**src/design/udasc_pkg.sv**
```systemverilog
// ----------------------------------------------------------------------------
// udasc_pkg : shared types and constants for the decimal ASCII converter
// Holds the digit count, the BCD cell control bundle and the state encoding.
// ----------------------------------------------------------------------------
`default_nettype none

package udasc_pkg;

    localparam int MAX_WIDTH_DEF = 16;   // default widest padded field
    localparam int VALUE_W       = 32;   // binary input width
    localparam int NUM_DIGITS    = 10;   // decimal digits of a 32-bit value
    localparam int BCD_W         = 4;
    localparam int BIT_CNT_W     = $clog2(VALUE_W);
    localparam int COUNT_W       = $clog2(NUM_DIGITS + 1);
    localparam logic [7:0] ASCII_ZERO = 8'h30;

    typedef enum logic [1:0] {
        ST_IDLE,
        ST_CONV,
        ST_SIZE,
        ST_EMIT
    } udasc_state_t;

    // control bundle broadcast to every BCD cell
    typedef struct packed {
        logic clear;   // load a fresh conversion
        logic shift;   // take one binary bit in
    } cell_ctrl_t;

endpackage

`default_nettype wire

```
**src/design/udasc_cell.sv**
```systemverilog
// ----------------------------------------------------------------------------
// udasc_cell : one BCD digit cell of the shift-and-add-3 chain
// Corrects the digit when it is five or more, then shifts in the carry
// from the lower neighbour and passes its top bit to the upper one.
// ----------------------------------------------------------------------------
`default_nettype none

module udasc_cell
    import udasc_pkg::*;
(
    input  wire logic              clk,
    input  wire logic              rst_n,
    input  wire cell_ctrl_t        ctrl,
    input  wire logic              carry_in,
    output logic                   carry_out,
    output logic [BCD_W-1:0]       digit
);

    logic [BCD_W-1:0] digit_reg;
    logic [BCD_W-1:0] digit_next;
    logic [BCD_W-1:0] adjusted;

    always_comb
    begin
        adjusted = (digit_reg >= BCD_W'(5)) ? digit_reg + BCD_W'(3) : digit_reg;
        if (ctrl.clear)
            digit_next = '0;
        else if (ctrl.shift)
            digit_next = {adjusted[BCD_W-2:0], carry_in};
        else
            digit_next = digit_reg;
    end

    assign carry_out = adjusted[BCD_W-1];
    assign digit     = digit_reg;

    always_ff @(posedge clk or negedge rst_n)
    begin
        if (!rst_n)
            digit_reg <= '0;
        else
            digit_reg <= digit_next;
    end

endmodule

`default_nettype wire

```
**src/design/unsigned_to_decimal_ascii.sv**
```systemverilog
// ----------------------------------------------------------------------------
// unsigned_to_decimal_ascii : 32-bit unsigned to decimal ASCII text
// Converts one request into its decimal characters, optionally right-justified
// with a fill character, through a row of ten BCD cells.
// ----------------------------------------------------------------------------
// Conversion: bit-serial through the BCD cell row (ST_CONV), then the field is
//   sized (ST_SIZE), then the first character appears.
// Requests: a new request is taken only after the last character of the previous one,
//   set by the single shared cell row and the one-character output port.
// Reset: rst_n clears the controller and the cells; the block comes up idle.
`default_nettype none

module unsigned_to_decimal_ascii
    import udasc_pkg::*;
#(
    parameter int MAX_WIDTH = MAX_WIDTH_DEF
)
(
    input  wire logic        clk,
    input  wire logic        rst_n,
    // request stream
    input  wire logic        s_tvalid,
    output logic             s_tready,
    input  wire logic [47:0] s_tdata,  // [31:0] value, [36:32] width, [44:37] fill_char
    input  wire logic        s_tuser,  // [0] mode
    // character stream
    output logic             m_tvalid,
    input  wire logic        m_tready,
    output logic [7:0]       m_tdata,  // [7:0] character
    output logic             m_tlast,  // last character of the conversion
    output logic             m_tuser   // [0] error
);

    localparam int PW = $clog2(MAX_WIDTH + 1);
    localparam logic [PW-1:0] MAXW = PW'(MAX_WIDTH);

    udasc_state_t state_reg, state_next;

    logic                 mode_reg,  mode_next;
    logic [4:0]           width_reg, width_next;
    logic [7:0]           fill_reg,  fill_next;
    logic [VALUE_W-1:0]   shift_reg, shift_next;
    logic [BIT_CNT_W-1:0] bit_reg,   bit_next;
    logic [PW-1:0]        pos_reg,   pos_next;
    logic [PW-1:0]        total_reg, total_next;
    logic [PW-1:0]        pad_reg,   pad_next;
    logic                 err_reg,   err_next;

    cell_ctrl_t           cell_ctrl;
    logic [NUM_DIGITS:0]  carry;
    logic [BCD_W-1:0]     digit [NUM_DIGITS];

    logic                 s_fire;
    logic                 m_fire;
    logic                 at_end;
    logic [COUNT_W-1:0]   count;
    logic [PW-1:0]        sat_width;
    logic [PW-1:0]        dig_idx;
    logic [BCD_W-1:0]     dig_sel;

    assign s_fire = s_tvalid && s_tready;
    assign m_fire = m_tvalid && m_tready;
    assign at_end = err_reg || (pos_reg == total_reg - PW'(1));

    // ---------------------------------------------------------------- cell row
    // cell 0 takes the binary word MSB first; each cell feeds the next one up
    assign carry[0] = shift_reg[VALUE_W-1];

    for (genvar g = 0; g < NUM_DIGITS; g++)
    begin : g_cell
        udasc_cell u_cell (
            .clk       (clk),
            .rst_n     (rst_n),
            .ctrl      (cell_ctrl),
            .carry_in  (carry[g]),
            .carry_out (carry[g+1]),
            .digit     (digit[g])
        );
    end

    // ------------------------------------------------------------ field sizing
    // digit count: position of the highest non-zero digit, at least one
    always_comb
    begin
        count = COUNT_W'(1);
        for (int i = 1; i < NUM_DIGITS; i++)
        begin
            if (digit[i] != '0)
                count = COUNT_W'(i + 1);
        end
    end

    // clamp the requested width to the widest field
    assign sat_width = (32'(width_reg) > 32'(MAX_WIDTH)) ? MAXW : PW'(width_reg);

    // ---------------------------------------------------------- character pick
    // digits run from index total-1 down to zero as the position advances
    assign dig_idx = total_reg - pos_reg - PW'(1);

    always_comb
    begin
        dig_sel = '0;
        for (int i = 0; i < NUM_DIGITS; i++)
        begin
            if (dig_idx == PW'(i))
                dig_sel = digit[i];
        end
    end

    always_comb
    begin
        if (err_reg)
            m_tdata = 8'h00;
        else if (pos_reg < pad_reg)
            m_tdata = fill_reg;
        else
            m_tdata = ASCII_ZERO + {4'h0, dig_sel};
    end

    assign m_tlast = at_end;
    assign m_tuser = err_reg;

    // ------------------------------------------------------------ next state
    always_comb
    begin
        state_next = state_reg;
        case (state_reg)
            ST_IDLE:
            begin
                if (s_fire)
                    state_next = ST_CONV;
            end
            ST_CONV:
            begin
                if (bit_reg == BIT_CNT_W'(VALUE_W - 1))
                    state_next = ST_SIZE;
            end
            ST_SIZE:
            begin
                state_next = ST_EMIT;
            end
            ST_EMIT:
            begin
                if (m_fire && at_end)
                    state_next = ST_IDLE;
            end
            default:
            begin
                state_next = ST_IDLE;
            end
        endcase
    end

    // --------------------------------------------------------------- outputs
    always_comb
    begin
        s_tready        = 1'b0;
        m_tvalid        = 1'b0;
        cell_ctrl.clear = 1'b0;
        cell_ctrl.shift = 1'b0;
        case (state_reg)
            ST_IDLE:
            begin
                // ready is held high here, so a valid request is taken now
                s_tready        = 1'b1;
                cell_ctrl.clear = s_tvalid;
            end
            ST_CONV:
            begin
                cell_ctrl.shift = 1'b1;
            end
            ST_SIZE:
            begin
            end
            ST_EMIT:
            begin
                m_tvalid = 1'b1;
            end
            default:
            begin
            end
        endcase
    end

    // -------------------------------------------------------- datapath update
    always_comb
    begin
        mode_next  = mode_reg;
        width_next = width_reg;
        fill_next  = fill_reg;
        shift_next = shift_reg;
        bit_next   = bit_reg;
        pos_next   = pos_reg;
        total_next = total_reg;
        pad_next   = pad_reg;
        err_next   = err_reg;

        if (s_fire)
        begin
            // latch the request and restart the bit counter
            shift_next = s_tdata[31:0];
            width_next = s_tdata[36:32];
            fill_next  = s_tdata[44:37];
            mode_next  = s_tuser;
            bit_next   = '0;
        end

        if (cell_ctrl.shift)
        begin
            shift_next = {shift_reg[VALUE_W-2:0], 1'b0};
            bit_next   = bit_reg + BIT_CNT_W'(1);
        end

        if (state_reg == ST_SIZE)
        begin
            pos_next = '0;
            if (!mode_reg)
            begin
                total_next = PW'(count);
                pad_next   = '0;
                err_next   = 1'b0;
            end
            else if (sat_width < PW'(count))
            begin
                // field too narrow: one flagged result, no characters
                total_next = PW'(1);
                pad_next   = '0;
                err_next   = 1'b1;
            end
            else
            begin
                total_next = sat_width;
                pad_next   = sat_width - PW'(count);
                err_next   = 1'b0;
            end
        end

        if (m_fire)
            pos_next = pos_reg + PW'(1);
    end

    always_ff @(posedge clk or negedge rst_n)
    begin
        if (!rst_n)
        begin
            state_reg <= ST_IDLE;
            bit_reg   <= '0;
            pos_reg   <= '0;
            err_reg   <= 1'b0;
        end
        else
        begin
            state_reg <= state_next;
            bit_reg   <= bit_next;
            pos_reg   <= pos_next;
            err_reg   <= err_next;
        end
    end

    always_ff @(posedge clk)
    begin
        mode_reg  <= mode_next;
        width_reg <= width_next;
        fill_reg  <= fill_next;
        shift_reg <= shift_next;
        total_reg <= total_next;
        pad_reg   <= pad_next;
    end

`ifndef ASSERT_OFF
    // a flagged result is always the only one of its conversion
    a_err_last: assert property (@(posedge clk) disable iff (!rst_n)
        (m_tvalid && m_tuser) |-> m_tlast)
        else $error("error result without last");

    // no new request is taken while one is in flight
    a_one_at_a_time: assert property (@(posedge clk) disable iff (!rst_n)
        s_fire |=> !s_tready)
        else $error("request accepted while busy");

    // the output closes after the last character is taken
    a_close: assert property (@(posedge clk) disable iff (!rst_n)
        (m_fire && m_tlast) |=> !m_tvalid)
        else $error("output still valid after last");

    // the emit position never runs past the field
    a_pos_bound: assert property (@(posedge clk) disable iff (!rst_n)
        m_tvalid |-> (pos_reg < total_reg))
        else $error("character position beyond field");
`endif

endmodule

`default_nettype wire
```
**config.mk**
```make
export PLATFORM = sky130hd
export DESIGN_NAME = unsigned_to_decimal_ascii
export DESIGN_NICKNAME = d
export VERILOG_FILES = /design/src/design/udasc_pkg.sv /design/src/design/udasc_cell.sv /design/src/design/unsigned_to_decimal_ascii.sv
export SDC_FILE = /design/constraint.sdc
export NUM_CORES = 1
export LEC_CHECK = 0
export BUFFER_PORTS_ARGS = -buffer_cell sky130_fd_sc_hd__buf_2
export CAP_MARGIN = 20
export CORE_ASPECT_RATIO = 1.5
export CORE_MARGIN = 3
export CORE_UTILIZATION = 60
export DETAILED_ROUTE_END_ITERATION = 6
export HOLD_SLACK_MARGIN = 0.05
export PLACE_DENSITY = 0.88
export SLEW_MARGIN = 25
export SYNTH_ARGS = -nofsm -noshare
export SYNTH_HDL_FRONTEND = slang
export SYNTH_SLANG_ARGS = --single-unit
```
**constraint.sdc**
```tcl
create_clock -name clk -period 4.4 [get_ports clk]
set_input_delay 0.88 -clock clk [delete_from_list [all_inputs] [get_ports clk]]
set_output_delay 0.88 -clock clk [all_outputs]
set_load 0.01 [all_outputs]
```
==> results.md, run 1 <==
* Share of cells above drive strength 1 at 13.13%
* First-pass GRT wire length at 24670 µm
* Cell with the most instances on the worst path: inv_1
* DIE AREA at 12470 µm²
* GRT Util Overall at 24.37%
* Worst VDD drop at 576.8 µV
* Post-Route WL at 14460 µm
* Clock power frac at 13.0%
* Synth Area in Adders at 8.832%
* Post-synthesis simple-gate area fraction at 17.50%
* Psw at 0.002546 W
* Hpwl dp at 10200 µm
* Critical Path, Cell by Cell: inv_1 > ha_2 > inv_1 > fa_2 > xor2_2 > nand3_1 > mux2i_4 > and2_4 > a32oi_1 > a2111oi_2 > buf_2
* Initial antenna violation count at 0
* Worst Min Path Start: shift_reg[0]
* Overflow after GRT at 0
* Setup crit end: m_tdata[0]
* 1st-iter DRT viols at 404
* Post-synth EDFFs at 55
* Synthesized flop and latch total at 109
* Final Max Slew Viols at 0
* GRT met3 Usage at 3.724%
* Worst flop-to-flop path startpoint: g_cell[4].u_cell.digit[1]
* R2r endpoint: total_reg[1]
* Grt peak-use layer: met2
* Clk_lat worst skew at 340 ps
* Setup TNS Final at 0 ps
* Final Hold Viols at 0
* Post-detailed-route count of antenna-violating nets at 0
* Clock tree buffer depth at 2
* Slowest CP cell: xor2_2
* Tcrit/Tclk final at 95.20%
* Cell Pwr Density at 768.9 nW/µm²
* Area after DPL at 7093 µm²
* Max-cap violations at 0
* Finished Core Util at 68.76%
* Nets at 863
* Largest net degree at the start of global routing at 117
* Synth-to-Final Area Change at 10.09%
* Syn Nets at 818
* Vias in the first global route at 5448
* Critical Path Start Type: register
* Row count at 46
* I/O Pins at 65
* Main combinational cell family by area after synthesis: simple AND/OR/NAND/NOR gates
* Final Worst Setup Slack at 211.4 ps
* Slowest cell delay on critical path at 510 ps
* Syn Inst Count at 719
* Die height at 135.3 µm
* Core area at 10710 µm²
* Critical Path Start: pos_reg[0]
* Max reg flops at 40
* CP arrival at 3310 ps
* Net Sw Frac at 44.98%
* ANT cells at 0
* TritonCTS clock tree: built
* Clock Skew at 7.401 ps
* Post-synthesis sequential area ratio at 44.84%
* Synth Area in Compound Gates at 16.00%
* Reg2Reg Setup Slack at 680 ps
* PortBufs at 61
* Met1 Resource Use GR at 28.01%
* # hold bufs at CTS at 0
* Fraction of registers with async set/reset at 48.62%
* Synth cell types at 60
* Post-synthesis mux area share at 4.360%
* CP Data Required Time at 3520 ps
* Met2 Resource Use GR at 44.35%
* Layout fillers at 807
* Clk root buf: clkbuf_16
* DRC Markers at 0
* Comb power frac at 52.5%
* Least-Margin Pin Slew at 997.5 ps
* CP endpoint kind: output pin
* Mean Syn Cell Area at 9.300 µm²
* Die width at 92.20 µm
* R2r worst-path depth at 14
* Leak at 3.028 nW
* Worst min path class: register to register
* Most frequent cells in the layout: nand2_1 (117), o21ai_0 (85), nor2_1 (61), buf_2 (61), edfxtp_1 (55)
* Pint at 0.003114 W
* Top_reg_cell synth: edfxtp_1
* Worst-path maximum fanout at 13
* H-tree depth at 3
* Dpl ws at 490.1 ps
* WL per Instance at 15.83 µm
* Initial Util at 62.46%
* Pwr Total at 0.005660 W
* Clock sinks at 109
* Synthesized area at 6686 µm²
* Endpoints failing setup at 0
* Sequential share of power at 34.5%
* Fmax at 0.2387 GHz
* Outcome: finished clean
* Synth warn at 0
* Post-Synth XOR/XNOR Area at 4.192%
* CTS Buf Count at 9
* Crit path kind: register to output pin
* DR vias/cell at 5.888
* Commonest non-fill, non-tap cell in the layout: nand2_1
* Period minus WS final at 4189 ps
* Post-route cell area at 7361 µm²
* Clock-pin slew on the worst setup and hold paths at 70 ps
* Drt pass-1 iters at 5
* RSZ-0062 raised after global routing: false
* Slew HR at 33.40%
* GP Congestion at 0.9225
* Via Count at 5376
synthesized netlist by cell type (all sizes together) (6+ instances only):
cell    count  area, µm²
a211oi      9      67.56
a21oi      50      272.8
buf        11      46.30
clkbuf     20      75.07
dfrtp      53       1326
edfxtp     55       1652
ha         44      550.5
inv        44      165.2
mux2i      20      212.7
nand2     117      439.2
nand2b     13      81.33
nand3      25      125.1
nor2       61      229.0
nor3        6      30.03
nor3b      11      82.58
o21ai      87      435.4
xnor2      18      157.7
xor2        8      122.6
metrics by stage:
step           hold slack, ps  instances
2_1_floorplan           436.6        719
3_3_place_gp            449.7        897
3_5_place_dp            449.7        897
4_1_cts                 459.5        913
5_1_grt                 499.1        913
6_report                460.5        913
kinds of logic after synthesis:
kind of cell             Yosys count
buffers and inverters             75
AND/OR/NAND/NOR                  258
adder cells (fa/ha/maj)           46
XOR/XNOR                          26
flip-flops                       109
multiplexers                      24
AO/OA/AOI/OAI                    181
power by group through the flow:
stage	clock network (W)	logic (W)	registers [W]
6_report	0.000734	0.00297	0.00196
4_1_cts	0.000748	0.00294	0.00195
2_1_floorplan	0	0.00230	0.00185
3_3_place_gp	0	0.00273	0.00193
5_1_grt	0.000784	0.00333	0.00201
3_5_place_dp	0	0.00291	0.00196
how the worst min path moves through the flow:
stage / slack (ps) / end / cells after the start
finish: 460 / shift_reg[0] / 2
global route: 500 / shift_reg[0] / 2
CTS: 460 / shift_reg[0] / 2
detailed placement: 450 / shift_reg[0] / 2
global placement: 450 / shift_reg[0] / 2
floorplan: 440 / shift_reg[0] / 2
critical path, delay by kind of cell (launching register included):
family          cells  cell delay [ps]
fa+ha+maj           2              560
xor+xnor            1              510
compound gates      2              450
flops               1              430
simple gates        2              420
buf+inv             3              330
mux                 1              270
metal layers:
layer / vias up / wire (µm)
li1: 2604 / -
met1: 2525 / 5557
met2: 197 / 7689
met3: 50 / 692
met4: 0 / 516
met5: - / 0
repair_timing:
item / CTS / global route
setup buffers: 0 / 0
setup endpoints to repair: 0 / 4
hold endpoints to repair: 0 / 0
gates resized for setup: 0 / 1
layout make-up:
class | count | area [µm²] | share of cell area [%]
multi-input combinational | 535 | 3420 | 46.46
sequential | 109 | 2998 | 40.73
timing repair buffer | 65 | 339.1 | 4.606
clock buffer | 10 | 229.0 | 3.111
tap | 144 | 180.2 | 2.448
inverter | 44 | 165.2 | 2.244
clock inverter | 6 | 30.03 | 0.4080
No activity file was read; power rests on OpenSTA's default activity.
==> run 2, diff against run 1 <==
Settings changed: SYNTH_HIERARCHICAL set to 1.
==> results.md, run 2 <==
* TritonCTS clock tree: built
* Worst Min Path Start: shift_reg[0]
* RSZ-0062 raised after global routing: false
* Overflow after GRT at 0
* Max-cap violations at 0
* Hold_ws at 488.9 ps
* Post-Route WL at 15210 µm
* GRT Util Overall at 24.60%
* Clk root buf: clkbuf_16
* CTS Buf Count at 9
* Post-route cell area at 7571 µm²
* Mean Syn Cell Area at 9.829 µm²
* Hold EP: shift_reg[0]
* Most frequent cells in the layout: nand2_1 (107), o21ai_0 (72), buf_2 (61)
* Reg2Reg Setup Slack at 1100 ps
* WL per Instance at 16.95 µm
* Syn Nets at 788
* Slowest CP cell: xnor2_2
* CP endpoint kind: output pin
* Synthesized area at 6812 µm²
* Setup TNS Final at 0 ps
* Setup bufs post-CTS at 0
* CP Data Required Time at 3520 ps
* Die width at 93.00 µm
* Synth warn at 6
* Tcrit/Tclk final at 94.29%
* Period minus WS final at 4149 ps
* Final Max Slew Viols at 0
* Crit path kind: register to output pin
* Hold Path Stages at 2
* Worst min path class: register to register
* Critical Path, Cell by Cell: inv_1 > ha_1 > inv_1 > fa_1 > xnor2_2 > mux2i_1 > a21oi_1 > nor3_1 > a21oi_1 > o32ai_1 > buf_2
* Worst-path maximum fanout at 9
* Vias in the first global route at 5419
* CP arrival at 3270 ps
* First-pass GRT wire length at 25250 µm
* Clock-pin slew on the worst setup and hold paths at 80 ps
* Reg area at 2998 µm²
* # hold bufs at CTS at 0
* R2r endpoint: total_reg[1]
* Clk_lat worst skew at 360 ps
* DR vias/cell at 6.115
* H-tree depth at 3
* Post-detailed-route count of antenna-violating nets at 0
* Largest net degree at the start of global routing at 82
* Clock sinks at 109
* GP Congestion at 0.9532
* Finished Core Util at 68.48%
* Cts repair resizes at 0
* R2r worst-path depth at 12
* DIE AREA at 12690 µm²
* Critical Path Start Type: register
* I/O Pins at 65
* Multi-input gate area at 3526 µm²
* Initial Util at 61.61%
* Syn Inst Count at 693
* Commonest non-fill, non-tap cell in the layout: nand2_1
* Outcome: finished clean
* Fmax at 0.2410 GHz
* Clock Skew at 8.441 ps
* Area after DPL at 7262 µm²
* ANT cells at 0
* Finished Layout Cells at 897
* Drt pass-1 iters at 5
* Final Hold Viols at 0
* Core area at 11060 µm²
* PortBufs at 61
* Via Count at 5485
* Slowest cell delay on critical path at 490 ps
* Least-Margin Pin Slew at 927.3 ps
* DRC Markers at 0
* 1st-iter DRT viols at 452
* Worst flop-to-flop path startpoint: g_cell[3].u_cell/digit[2]
* Synth-to-Final Area Change at 11.15%
* Clock tree buffer depth at 2
* Row count at 47
* Placed cells at 881
* Hpwl dp at 10710 µm
* Cell Pwr Density at 765.0 nW/µm²
* Leak at 3.042 nW
* Endpoints failing setup at 0
* Initial antenna violation count at 0
* Slew HR at 38.18%
* Die height at 136.5 µm
* Share of cells above drive strength 1 at 18.27%
* Max reg flops at 40
* Worst VDD drop at 339.3 µV
* Layout fillers at 821
* Nets at 840
[run 2: worst max-delay path by stage]
stage | slack, ps | startpoint | to
floorplan | 810 | s_tvalid | g_cell[0].u_cell/digit[1]
global placement | 770 | pos_reg[0] | m_tdata[2]
detailed placement | 680 | pos_reg[0] | m_tdata[1]
CTS | 290 | pos_reg[0] | m_tdata[1]
global route | 100 | pos_reg[0] | m_tdata[2]
finish | 250 | pos_reg[0] | m_tdata[2]
[run 2: layer usage]
metal  track usage, %  vias up  wire [µm]
met5                0        -          0
met4            12.31        0        633
met3            4.070       63        679
met2            42.81      181       8156
met1            29.27     2628       5739
li1                 -     2613          -
[run 2: critical path: cells and delay by family (launching register included)]
family                   cells  cell delay (ps)
adder cells (fa/ha/maj)      2              640
XOR/XNOR                     1              490
multiplexers                 1              290
AND/OR/NAND/NOR              1              130
flip-flops                   1              460
AO/OA/AOI/OAI                3              550
buffers and inverters        3              350
[run 2: layout make-up]
| class | count | area share, % |
|---|---|---|
| Timing Repair Buffer | 71 | 5.189 |
| Sequential cell | 109 | 39.60 |
| Tap cell | 147 | 2.429 |
| Inverter | 43 | 2.132 |
| Multi-Input combinational cell | 511 | 46.57 |
| Clock inverter | 7 | 1.107 |
| Clock buffer | 9 | 2.975 |
[run 2: power by group]
part | internal (W) | switching, W | total, W
Sequential | 0.00159 | 0.000404 | 0.00199
Clock | 0.000405 | 0.000413 | 0.000817
Combinational | 0.00124 | 0.00175 | 0.00298
[run 2: through the flow]
| step | setup WS [ps] | total power [W] |
|---|---|---|
| after global placement | 772.3 | 0.004703 |
| after floorplan | 807.6 | 0.004203 |
| after detailed placement | 678.1 | 0.004920 |
| after global routing | 95.11 | 0.006222 |
| after CTS | 288.0 | 0.005763 |
| final | 251.4 | 0.005792 |
